<file path="config.mk">
export PLATFORM = sky130hd
export DESIGN_NAME = signed_int_to_decimal_ascii_unit
export DESIGN_NICKNAME = d
export VERILOG_FILES = /design/src/design/s2d_pkg.sv /design/src/design/s2d_dabble.sv /design/src/design/signed_int_to_decimal_ascii_unit.sv
export SDC_FILE = /design/constraint.sdc
export NUM_CORES = 1
export LEC_CHECK = 0
export ABC_CLOCK_PERIOD_IN_PS = 5900
export BUFFER_PORTS_ARGS = -buffer_cell sky130_fd_sc_hd__buf_2
export CAP_MARGIN = 25
export CELL_PAD_IN_SITES_DETAIL_PLACEMENT = 1
export CELL_PAD_IN_SITES_GLOBAL_PLACEMENT = 2
export CORE_AREA = 2 2 171 89
export CTS_CLUSTER_SIZE = 10
export DETAILED_ROUTE_END_ITERATION = 7
export DIE_AREA = 0 0 173 91
export GPL_TIMING_DRIVEN = 0
export PLACE_DENSITY = 0.88
export SYNTH_ARGS = -nofsm -noshare
export SYNTH_HDL_FRONTEND = slang
export SYNTH_SLANG_ARGS = --single-unit
export TNS_END_PERCENT = 20
</file>
<file path="constraint.sdc">
create_clock -name i_clk -period 5.9 [get_ports i_clk]
set_input_delay 0.295 -clock i_clk [delete_from_list [all_inputs] [get_ports i_clk]]
set_output_delay 0.295 -clock i_clk [all_outputs]
set_load 0.1 [all_outputs]
</file>
<file path="src/design/s2d_pkg.sv">
// Shared types, character codes and digit helpers for the signed binary to
// decimal ASCII converter. No dependencies; imported by every design file.
package s2d_pkg;

    typedef logic [7:0] t_char;
    typedef logic [3:0] t_nibble;

    localparam t_char   CH_MINUS  = 8'h2D;
    localparam t_char   CH_ZERO   = 8'h30;
    localparam t_char   CH_NINE   = 8'h39;
    localparam t_nibble BCD_LIMIT = 4'd5;
    localparam t_nibble BCD_FIX   = 4'd3;

    // Add-3 correction applied to one BCD digit before each left shift
    function automatic t_nibble bcd_adjust(input t_nibble nib);
        bcd_adjust = (nib >= BCD_LIMIT) ? (nib + BCD_FIX) : nib;
    endfunction

    // Map one decimal digit to its ASCII code
    function automatic t_char to_ascii(input t_nibble nib);
        to_ascii = CH_ZERO + {4'b0000, nib};
    endfunction

endpackage

</file>
<file path="src/design/s2d_dabble.sv">
// Shift/add-3 step of the binary to BCD converter: one input bit per use.
// Depends on s2d_pkg for the per-digit correction.
module s2d_dabble #(
    parameter int DATA_WIDTH = 32,
    parameter int NDIG       = 10
) (
    input  logic [4*NDIG-1:0]     i_bcd,
    input  logic [DATA_WIDTH-1:0] i_bin,
    output logic [4*NDIG-1:0]     o_bcd,
    output logic [DATA_WIDTH-1:0] o_bin
);
    import s2d_pkg::*;

    logic [4*NDIG-1:0] w_adj;

    // Correct every digit that would overflow after doubling
    always_comb begin
        for (int d = 0; d < NDIG; d++) begin
            w_adj[4*d +: 4] = bcd_adjust(i_bcd[4*d +: 4]);
        end
    end

    // Shift the top binary bit into the BCD accumulator
    assign o_bcd = {w_adj[4*NDIG-2:0], i_bin[DATA_WIDTH-1]};
    assign o_bin = {i_bin[DATA_WIDTH-2:0], 1'b0};

endmodule

</file>
<file path="src/design/signed_int_to_decimal_ascii_unit.sv">
// Top level of the signed binary to decimal ASCII converter.
// Depends on s2d_pkg and s2d_dabble.
//
// Each input transaction carries one signed two's complement integer of
// DATA_WIDTH bits; the block answers with its decimal text, one ASCII
// character per output transaction, most significant digit first, a leading
// '-' for negative values, no leading zeros, a single '0' for zero, and tlast
// on the final character. The magnitude is converted by one shift/add-3 unit
// that takes one input bit per cycle. The leading zero digits of the result
// are then dropped, and the characters are emitted at one per cycle while
// the output side is ready; each output stall delays the item by its length.
// Input ready is high only while no conversion is running; the final
// character sits in an output register, so the next item may be accepted
// while it waits.
module signed_int_to_decimal_ascii_unit #(
    parameter int DATA_WIDTH = 32
) (
    input  logic                                i_clk,
    input  logic                                i_rst_n,
    input  logic                                s_axis_tvalid,
    output logic                                s_axis_tready,
    input  logic [((DATA_WIDTH+7)/8)*8-1:0]     s_axis_tdata,  // [DATA_WIDTH-1:0] value
    output logic                                m_axis_tvalid,
    input  logic                                m_axis_tready,
    output s2d_pkg::t_char                      m_axis_tdata,  // [7:0] character
    output logic                                m_axis_tlast   // last_char
);
    import s2d_pkg::*;

    localparam int NDIG   = ((DATA_WIDTH - 1) * 30103) / 100000 + 1;
    localparam int BCD_W  = 4 * NDIG;
    localparam int CNT_W  = $clog2(DATA_WIDTH + 1);
    localparam int LEFT_W = $clog2(NDIG + 1);

    localparam logic [1:0] ST_IDLE = 2'd0;
    localparam logic [1:0] ST_CONV = 2'd1;
    localparam logic [1:0] ST_SKIP = 2'd2;
    localparam logic [1:0] ST_EMIT = 2'd3;

    logic [1:0]            r_state, n_state;
    logic [DATA_WIDTH-1:0] r_bin, n_bin;
    logic [BCD_W-1:0]      r_bcd, n_bcd;
    logic                  r_neg, n_neg;
    logic [CNT_W-1:0]      r_cnt, n_cnt;
    logic [LEFT_W-1:0]     r_left, n_left;
    logic                  r_ovalid, n_ovalid;
    t_char                 r_ochar, n_ochar;
    logic                  r_olast, n_olast;

    logic [DATA_WIDTH-1:0] w_value;
    logic [DATA_WIDTH-1:0] w_mag;
    logic [BCD_W-1:0]      w_bcd_step;
    logic [DATA_WIDTH-1:0] w_bin_step;
    t_nibble               w_top;
    logic                  w_in_acc;
    logic                  w_load_ok;

    // Take the magnitude as unsigned so the most negative value survives
    assign w_value  = s_axis_tdata[DATA_WIDTH-1:0];
    assign w_mag    = w_value[DATA_WIDTH-1]
                    ? ((~w_value) + {{(DATA_WIDTH-1){1'b0}}, 1'b1}) : w_value;
    assign w_top    = r_bcd[BCD_W-1 -: 4];
    assign w_in_acc = s_axis_tvalid && s_axis_tready;
    assign w_load_ok = !r_ovalid || m_axis_tready;

    // Shared shift/add-3 unit
    s2d_dabble #(
        .DATA_WIDTH (DATA_WIDTH),
        .NDIG       (NDIG)
    ) u_dabble (
        .i_bcd (r_bcd),
        .i_bin (r_bin),
        .o_bcd (w_bcd_step),
        .o_bin (w_bin_step)
    );

    // Sequencer: load, convert, drop leading zeros, emit
    always_comb begin
        n_state  = r_state;
        n_bin    = r_bin;
        n_bcd    = r_bcd;
        n_neg    = r_neg;
        n_cnt    = r_cnt;
        n_left   = r_left;
        n_ovalid = r_ovalid;
        n_ochar  = r_ochar;
        n_olast  = r_olast;

        // Drop the output transaction once taken
        if (r_ovalid && m_axis_tready) begin
            n_ovalid = 1'b0;
        end

        case (r_state)
            ST_IDLE: begin
                if (w_in_acc) begin
                    n_bin   = w_mag;
                    n_neg   = w_value[DATA_WIDTH-1];
                    n_bcd   = '0;
                    n_cnt   = CNT_W'(DATA_WIDTH);
                    n_state = ST_CONV;
                end
            end
            ST_CONV: begin
                n_bcd = w_bcd_step;
                n_bin = w_bin_step;
                n_cnt = r_cnt - CNT_W'(1);
                if (r_cnt == CNT_W'(1)) begin
                    n_left  = LEFT_W'(NDIG);
                    n_state = ST_SKIP;
                end
            end
            ST_SKIP: begin
                // Shift out zero digits, keeping at least one
                if (w_top == 4'd0 && r_left > LEFT_W'(1)) begin
                    n_bcd  = {r_bcd[BCD_W-5:0], 4'b0000};
                    n_left = r_left - LEFT_W'(1);
                end else begin
                    n_state = ST_EMIT;
                end
            end
            ST_EMIT: begin
                if (w_load_ok) begin
                    n_ovalid = 1'b1;
                    if (r_neg) begin
                        n_ochar = CH_MINUS;
                        n_olast = 1'b0;
                        n_neg   = 1'b0;
                    end else begin
                        n_ochar = to_ascii(w_top);
                        n_olast = (r_left == LEFT_W'(1));
                        n_bcd   = {r_bcd[BCD_W-5:0], 4'b0000};
                        n_left  = r_left - LEFT_W'(1);
                        if (r_left == LEFT_W'(1)) begin
                            n_state = ST_IDLE;
                        end
                    end
                end
            end
            default: begin
                n_state = ST_IDLE;
            end
        endcase
    end

    // Hold control state under reset; payload needs none
    always_ff @(posedge i_clk) begin
        if (!i_rst_n) begin
            r_state  <= ST_IDLE;
            r_ovalid <= 1'b0;
        end else begin
            r_state  <= n_state;
            r_ovalid <= n_ovalid;
        end
        r_bin   <= n_bin;
        r_bcd   <= n_bcd;
        r_neg   <= n_neg;
        r_cnt   <= n_cnt;
        r_left  <= n_left;
        r_ochar <= n_ochar;
        r_olast <= n_olast;
    end

    assign s_axis_tready = (r_state == ST_IDLE);
    assign m_axis_tvalid = r_ovalid;
    assign m_axis_tdata  = r_ochar;
    assign m_axis_tlast  = r_olast;

endmodule

</file>
**Word-level counts from Yosys, hierarchy flattened**

Index checks and enable logic that the tools add are counted.

- Bits in registers: 95
- Output and inout port bits: 11
- Input port bits: 36
- Memories: 0
- RAM bits: 0
- ROM bits: 0
- Bits in latches: 0
- Logic and storage cells: 101

- Equal/unequal tests: 12
- Shift operators: 0
- Divide/modulo/power cells: 0
- Multiplexer cells: 38
- Reductions and logical operators: 16
- Multiply operators: 0
- Add/sub/neg operators: 14
- $lt $le $gt $ge: 11
- Bitwise gates (word level): 1

Operators with widths:

| kind | number |
|---|---|
| $mux W40 | 4 |
| $pmux W40 S4 | 1 |
| $mux W32 | 2 |
| $pmux W32 S2 | 1 |
| $mux W4 | 13 |
| $ge A4 B3 Y1 const B | 10 |
| $add A4 B2 Y4 const B | 9 |
| $add A32 B1 Y32 const B | 1 |
| $not A32 Y32 | 1 |
| $mux W2 | 6 |
| $ne A2 B2 Y1 const B | 6 |
| $pmux W4 S3 | 1 |
| $pmux W6 S2 | 1 |
| $pmux W2 S4 | 1 |
| $add A6 B4 Y7 const A | 1 |
| $eq A6 B1 Y1 const B | 1 |
| $mux W6 | 1 |
| $reduce_and A6 Y1 | 1 |
| $sub A6 B1 Y6 const B | 1 |
| $mux W1 | 5 |
| $reduce_and A5 Y1 | 1 |
| $eq A2 B2 Y1 const B | 2 |
| $eq A4 B1 Y1 const B | 1 |
| $gt A4 B1 Y1 const B | 1 |
| 16 further kinds | 20 |

**Logic depth before layout (Yosys ltp)**

- Word-level depth: 5
- Gate-level depth with buffers: 8
- Mapped depth without buffers: 6

**By module**

A second synthesis with hierarchy kept.

- Cells, all modules: 634
- Area total of the unflattened synthesis: 6234.7 um2

By module, submodules not included:

| module | sequential area each (um2) | area each (um2) | times used | cells an instance |
|---|---|---|---|---|
| signed_int_to_decimal_ascii_unit | 2732.6 | 4989.8 | 1 | 444 |
| s2d_dabble | 0.0 | 1244.9 | 1 | 190 |

**Least setup slack after synthesis**

No wires, ideal clock.

- Path type: reg-to-reg
- Start: register r_state[0]
- End: register r_bcd[0] (enable)
- Path buffers: 1
- Arrival: 3.200 ns
- Required time: 5.458 ns
- Slack: 2.258 ns
- Stages on the path, launching flop included: 6
- Clock period less this slack: 3.642 ns
- Library setup time: 0.442 ns
- Cells stage by stage: dfxtp_1 > inv_1 > ha_1 > clkbuf_1 > nand2b_1 > nor2b_1

- Longest elaborated chain between the ends: 4
- Elaborated cells between the ends (all ways): 9
- Those cells by class: eq/ne (6); reduce/logical (3)

RTL lines:

| what | RTL line | text |
|---|---|---|
| from (decl) | signed_int_to_decimal_ascii_unit.sv:40 | `logic [1:0] r_state, n_state;` |
| from (signal assigned) | signed_int_to_decimal_ascii_unit.sv:152 | `r_state <= n_state;` |
| $logic_not A2 Y1 * | signed_int_to_decimal_ascii_unit.sv:164 | `assign s_axis_tready = (r_state == ST_IDLE);` |
| via s_axis_tready | signed_int_to_decimal_ascii_unit.sv:21 | `output logic s_axis_tready,` |
| $logic_and A1 B1 Y1 | signed_int_to_decimal_ascii_unit.sv:63 | `assign w_in_acc = s_axis_tvalid && s_axis_tready;` |
| $ne A2 B1 Y1 (no source line) * | -- |  |
| $reduce_and A4 Y1 (no source line) * | -- |  |
| to (signal assigned) | signed_int_to_decimal_ascii_unit.sv:156 | `r_bcd <= n_bcd;` |
| to (decl) | signed_int_to_decimal_ascii_unit.sv:42 | `logic [BCD_W-1:0] r_bcd, n_bcd;` |

Mark *: on every way through the listed nets, which the timed path passes. The rest lies on a longest branch.
A chain may end at the register's enable or synchronous reset.

**Final worst setup path**

- Start: register r_state[0]
- End: register r_bin[3] (enable)

- Longest elaborated chain between the ends: 4
- Elaborated cells between the ends (all ways): 6
- Those cells by class: eq/ne (2); reduce/logical (4)

RTL lines:

| what | RTL line | text |
|---|---|---|
| $logic_not A2 Y1 | signed_int_to_decimal_ascii_unit.sv:94, signed_int_to_decimal_ascii_unit.sv:164 |  |
| $logic_and A1 B1 Y1 | signed_int_to_decimal_ascii_unit.sv:63 |  |
| $ne A2 B1 Y1 (no source line) | -- |  |
| $reduce_and A2 Y1 (no source line) * | -- |  |
| to (signal assigned) | signed_int_to_decimal_ascii_unit.sv:155 | `r_bin <= n_bin;` |
| to (decl) | signed_int_to_decimal_ascii_unit.sv:41 | `logic [DATA_WIDTH-1:0] r_bin, n_bin;` |

Every way passes the cells marked *; elsewhere a longest branch is shown, timed or not.

==> Flow_metrics.wiki <==
{| class="wikitable"
! Metric !! Value
|-
| Outcome || completed
|-
| Number of unique standard cell types used by synthesis || 53
|-
| Maximum number of pins on one net before global-route repair || 34
|-
| Type of element capturing the critical path || register
|-
| DIE WIDTH || 173 µm
|-
| Startpoint types || register
|-
| Termination of the worst setup path || r_bin[3]$_DFFE_PP_
|-
| CP Max Fanout || 24
|-
| CTS Hold Buffers Added || 0
|-
| Hold Path Depth || 3
|-
| Sequential area share after synthesis || 46.3%
|-
| Clock root buffer || clkbuf_16
|-
| Num ports || 47
|-
| Reg-to-Reg End || r_bin[3]$_DFFE_PP_
|-
| Placer's final routability congestion estimate || 0.848
|-
| Maximum operating frequency || 327 MHz
|-
| Type of the worst setup path || reg -> reg
|-
| Share of layout cells above drive strength 1 || 12.7%
|-
| Final worst hold slack || 248 ps
|-
| Leading cell type in the layout, fill and taps excluded || edfxtp_1
|-
| Adder and majority gate portion of the synthesized area || 6.14%
|-
| Time the worst path needs with I/O delays and setup || 3060 ps
|-
| Number of nets with antenna violations after routing || 0
|-
| Number of hold violations in the final report || 0
|-
| Clk pin slew, worst setup/hold paths || 70 ps
|-
| Fillers || 1644
|-
| Min-delay src || i_rst_n
|-
| Crit path from || r_state[0]$_SDFFE_PN0P_
|-
| Final setup violating endpoints || 0
|-
| Setup repair bufs after CTS || 0
|-
| Compound-cell area share of the yosys netlist || 16.6%
|-
| Post-synthesis instance area || 5910 µm²
|-
| Post-cts repair resize count || 0
|-
| Proportion of synthesized area in mux cells || 2.20%
|-
| Warnings, synthesis || 0
|-
| Cell Rows || 31
|-
| Synth Area in XOR/XNOR || 4.45%
|-
| Routed wire length per instance || 20.4 µm
|-
| Vias in the first global route || 5304
|-
| Power after layout || 3.49 mW
|-
| CTS buffer count || 9
|-
| Most instantiated flip-flop cell in the synthesis netlist || edfxtp_1
|-
| Maximum resistive drop on vdd || 0.182 mV
|-
| Total gr overflow || 0
|-
| Path type of the worst min-delay path || in -> reg
|-
| Number of instances in the synthesized netlist || 614
|-
| Drt drc || 0
|-
| Initial antenna violation count || 1
|-
| Worst-case clock buffer depth || 2
|-
| Global routing usage summed across all routing layers || 23.3%
|-
| Clock Sink Count || 92
|-
| Most used cells in the layout excluding fill and tap cells || edfxtp_1 (89), nor2_1 (51), o21ai_0 (50)
|-
| Max H-tree Level || 3
|-
| Wire length of the first global-routing pass || 29200 µm
|-
| Total of flip-flops plus latches after synthesis || 92
|-
| Final standard cell area without fillers || 6720 µm²
|-
| CTS tree || yes
|-
| Proportion of synthesized flip-flops having asynchronous set or reset || 0%
|-
| Leakage power figure || 2.44 nW
|-
| Area after detailed placement || 6420 µm²
|-
| Main combinational cell family by area after synthesis || simple AND/OR/NAND/NOR gates
|-
| Worst clock skew on the final layout || 11.1 ps
|-
| Post-route insts no fill || 875
|-
| Worst Reg2Reg Path Length in Cells || 8
|-
| Number of synthesized flops with an enable pin || 89
|-
| Clock network latency to the later pin of the worst-skew pair || 340 ps
|-
| Area inside the core boundary || 14200 µm²
|-
| Initial core utilization || 41.6%
|-
| Critical Path AT || 3150 ps
|-
| Number of optimization iterations in the first detailed-route pass || 6
|-
| Layout-stage area growth over the synthesis result || 13.8%
|-
| Fin crit share || 51.8%
|-
| Critical R2R Launch || r_state[0]$_SDFFE_PN0P_
|-
| Final layout net count || 736
|-
| Average via count per standard cell || 5.82
|-
| Final Slew Violations || 0
|-
| Sequential cell area || 2730 µm²
|-
| Overall die area || 15700 µm²
|-
| Detailed placer's ending HPWL || 13100 µm
|-
| Slew at the pin closest to its max-slew limit || 1090 ps
|-
| Via total after detailed routing || 5094
|-
| Worst reg-to-reg setup slack || 2840 ps
|-
| Total power divided by cell area || 519 nW/µm²
|-
| Simple-gate share of the synthesized area || 18.9%
|-
| Cell count after placement || 857
|-
| Worst-case headroom to the max-slew limit || 26.7%
|-
| Sum of negative setup slack || 0 ps
|-
| Number of buffers inserted by port buffering || 42
|-
| Total routed wirelength || 17800 µm
|-
| CP Data Required Time || 5990 ps
|-
| RSZ-0062 raised after global routing || false
|-
| Height of the die || 91 µm
|-
| Max-cap check violation count || 0
|-
| Violation count after the first detailed-routing iteration || 425
|-
| Avg Cell Area, Syn || 9.62 µm²
|-
| Area occupied by multi-input gates || 2870 µm²
|}
cell usage after synthesis, types with 2 or more instances:
cell type  instances  area share, %
nand2_1           50            3.2
o21ai_0           50            4.2
mux2_2             8            1.5
buf_4              3           0.38
o31ai_1            2           0.25
or4b_1             2           0.34
nand2b_1          15            1.6
a31oi_1            7           0.74
nor2b_1            7           0.74
o21a_1             8            1.0
or2_2              9           0.95
o2111ai_1          2           0.30
and3_1             7           0.74
nand4_1           11            1.2
or3_1              8           0.85
a211oi_1           2           0.25
or4_1             12            1.5
a22oi_1            4           0.51
a41oi_1            7            1.0
dfxtp_1            3            1.0
nor2_1            51            3.2
nor3b_1            5           0.64
xnor2_1           19            2.8
o41ai_1            8            1.2
buf_1              2           0.13
nor3_1            19            1.6
inv_1             44            2.8
a22o_1             2           0.30
o32ai_1            6           0.89
nand3_1           18            1.5
conb_1             2           0.13
o311ai_0           6           0.89
mux2i_1            4           0.68
clkbuf_1          28            1.8
ha_1              29            6.1
a2111o_1           4           0.76
o211ai_1           4           0.51
edfxtp_1          89             45
xor2_1            11            1.6
a21oi_1           33            2.8
registers in the layout, indices dropped and copies added, names as in the netlist:
register and cells:
m_axis_tvalid 1, m_axis_tdata 5, r_state 2, r_neg 1
r_cnt 6, r_left 4, r_bcd 40, r_bin 32
m_axis_tlast 1
per-stage QoR:
step	setup slack, ps	util [%]
after floorplan	2260	-
after global placement	1660	44.9
after detailed placement	2800	45.2
after CTS	2820	47.3
after global routing	2620	47.4
final	2840	47.4
power by group:
| part | leakage, nW | total (mW) | internal [mW] | switching, mW |
|---|---|---|---|---|
| sequential | 0.918 | 1.37 | 1.15 | 0.224 |
| combinational | 1.38 | 1.52 | 0.525 | 0.997 |
| clock | 0.143 | 0.597 | 0.341 | 0.256 |
| total | 2.44 | 3.49 | 2.01 | 1.48 |
worst min-delay path by stage:
stage	end	slack (ps)
2_1_floorplan	m_axis_tvalid$_SDFF_PN0_	430
3_3_place_gp	r_state[1]$_SDFFE_PN0P_	480
3_5_place_dp	r_bcd[0]$_DFFE_PP_	510
4_1_cts	r_state[1]$_SDFFE_PN0P_	240
5_1_grt	r_state[1]$_SDFFE_PN0P_	260
6_report	r_state[1]$_SDFFE_PN0P_	250
cell families after synthesis:
group | after synthesis
simple gates | 219
mux | 12
compound gates | 151
fa+ha+maj | 29
xor+xnor | 30
other cells | 2
buf+inv | 79
flops | 92
layer usage:
| metal | wire length (µm) | share of wire (%) | GRT usage [%] | up-vias |
|---|---|---|---|---|
| met4 | 180 | 1.0 | 4.45 | 0 |
| li1 | - | - | - | 2376 |
| met3 | 1190 | 6.7 | 5.40 | 15 |
| met1 | 8920 | 50 | 34.9 | 2545 |
| met5 | 0 | 0 | 0 | - |
| met2 | 7550 | 42 | 34.3 | 158 |
area by class of cell:
class                   instances  share of cell area [%]
diodes                          1                  0.0372
plain buffers                  35                    2.25
clock buffers                  12                    3.67
clock inverters                 4                   0.763
inverters                      44                    2.46
multi-input cells             444                    42.7
flip-flops and latches         92                    40.6
well taps                     198                    3.68
repair buffers                 45                    3.80
worst max-delay path, cell delays in order, from the launching register on:
cell and delay (ps):
dfxtp_1 350, inv_1 100, ha_1 170, clkbuf_1 290, nand2b_1 150, clkbuf_1 490, clkbuf_1 510, nand2_2 420
buf_12 310
Note: power is estimated with default switching activity, not from simulation.
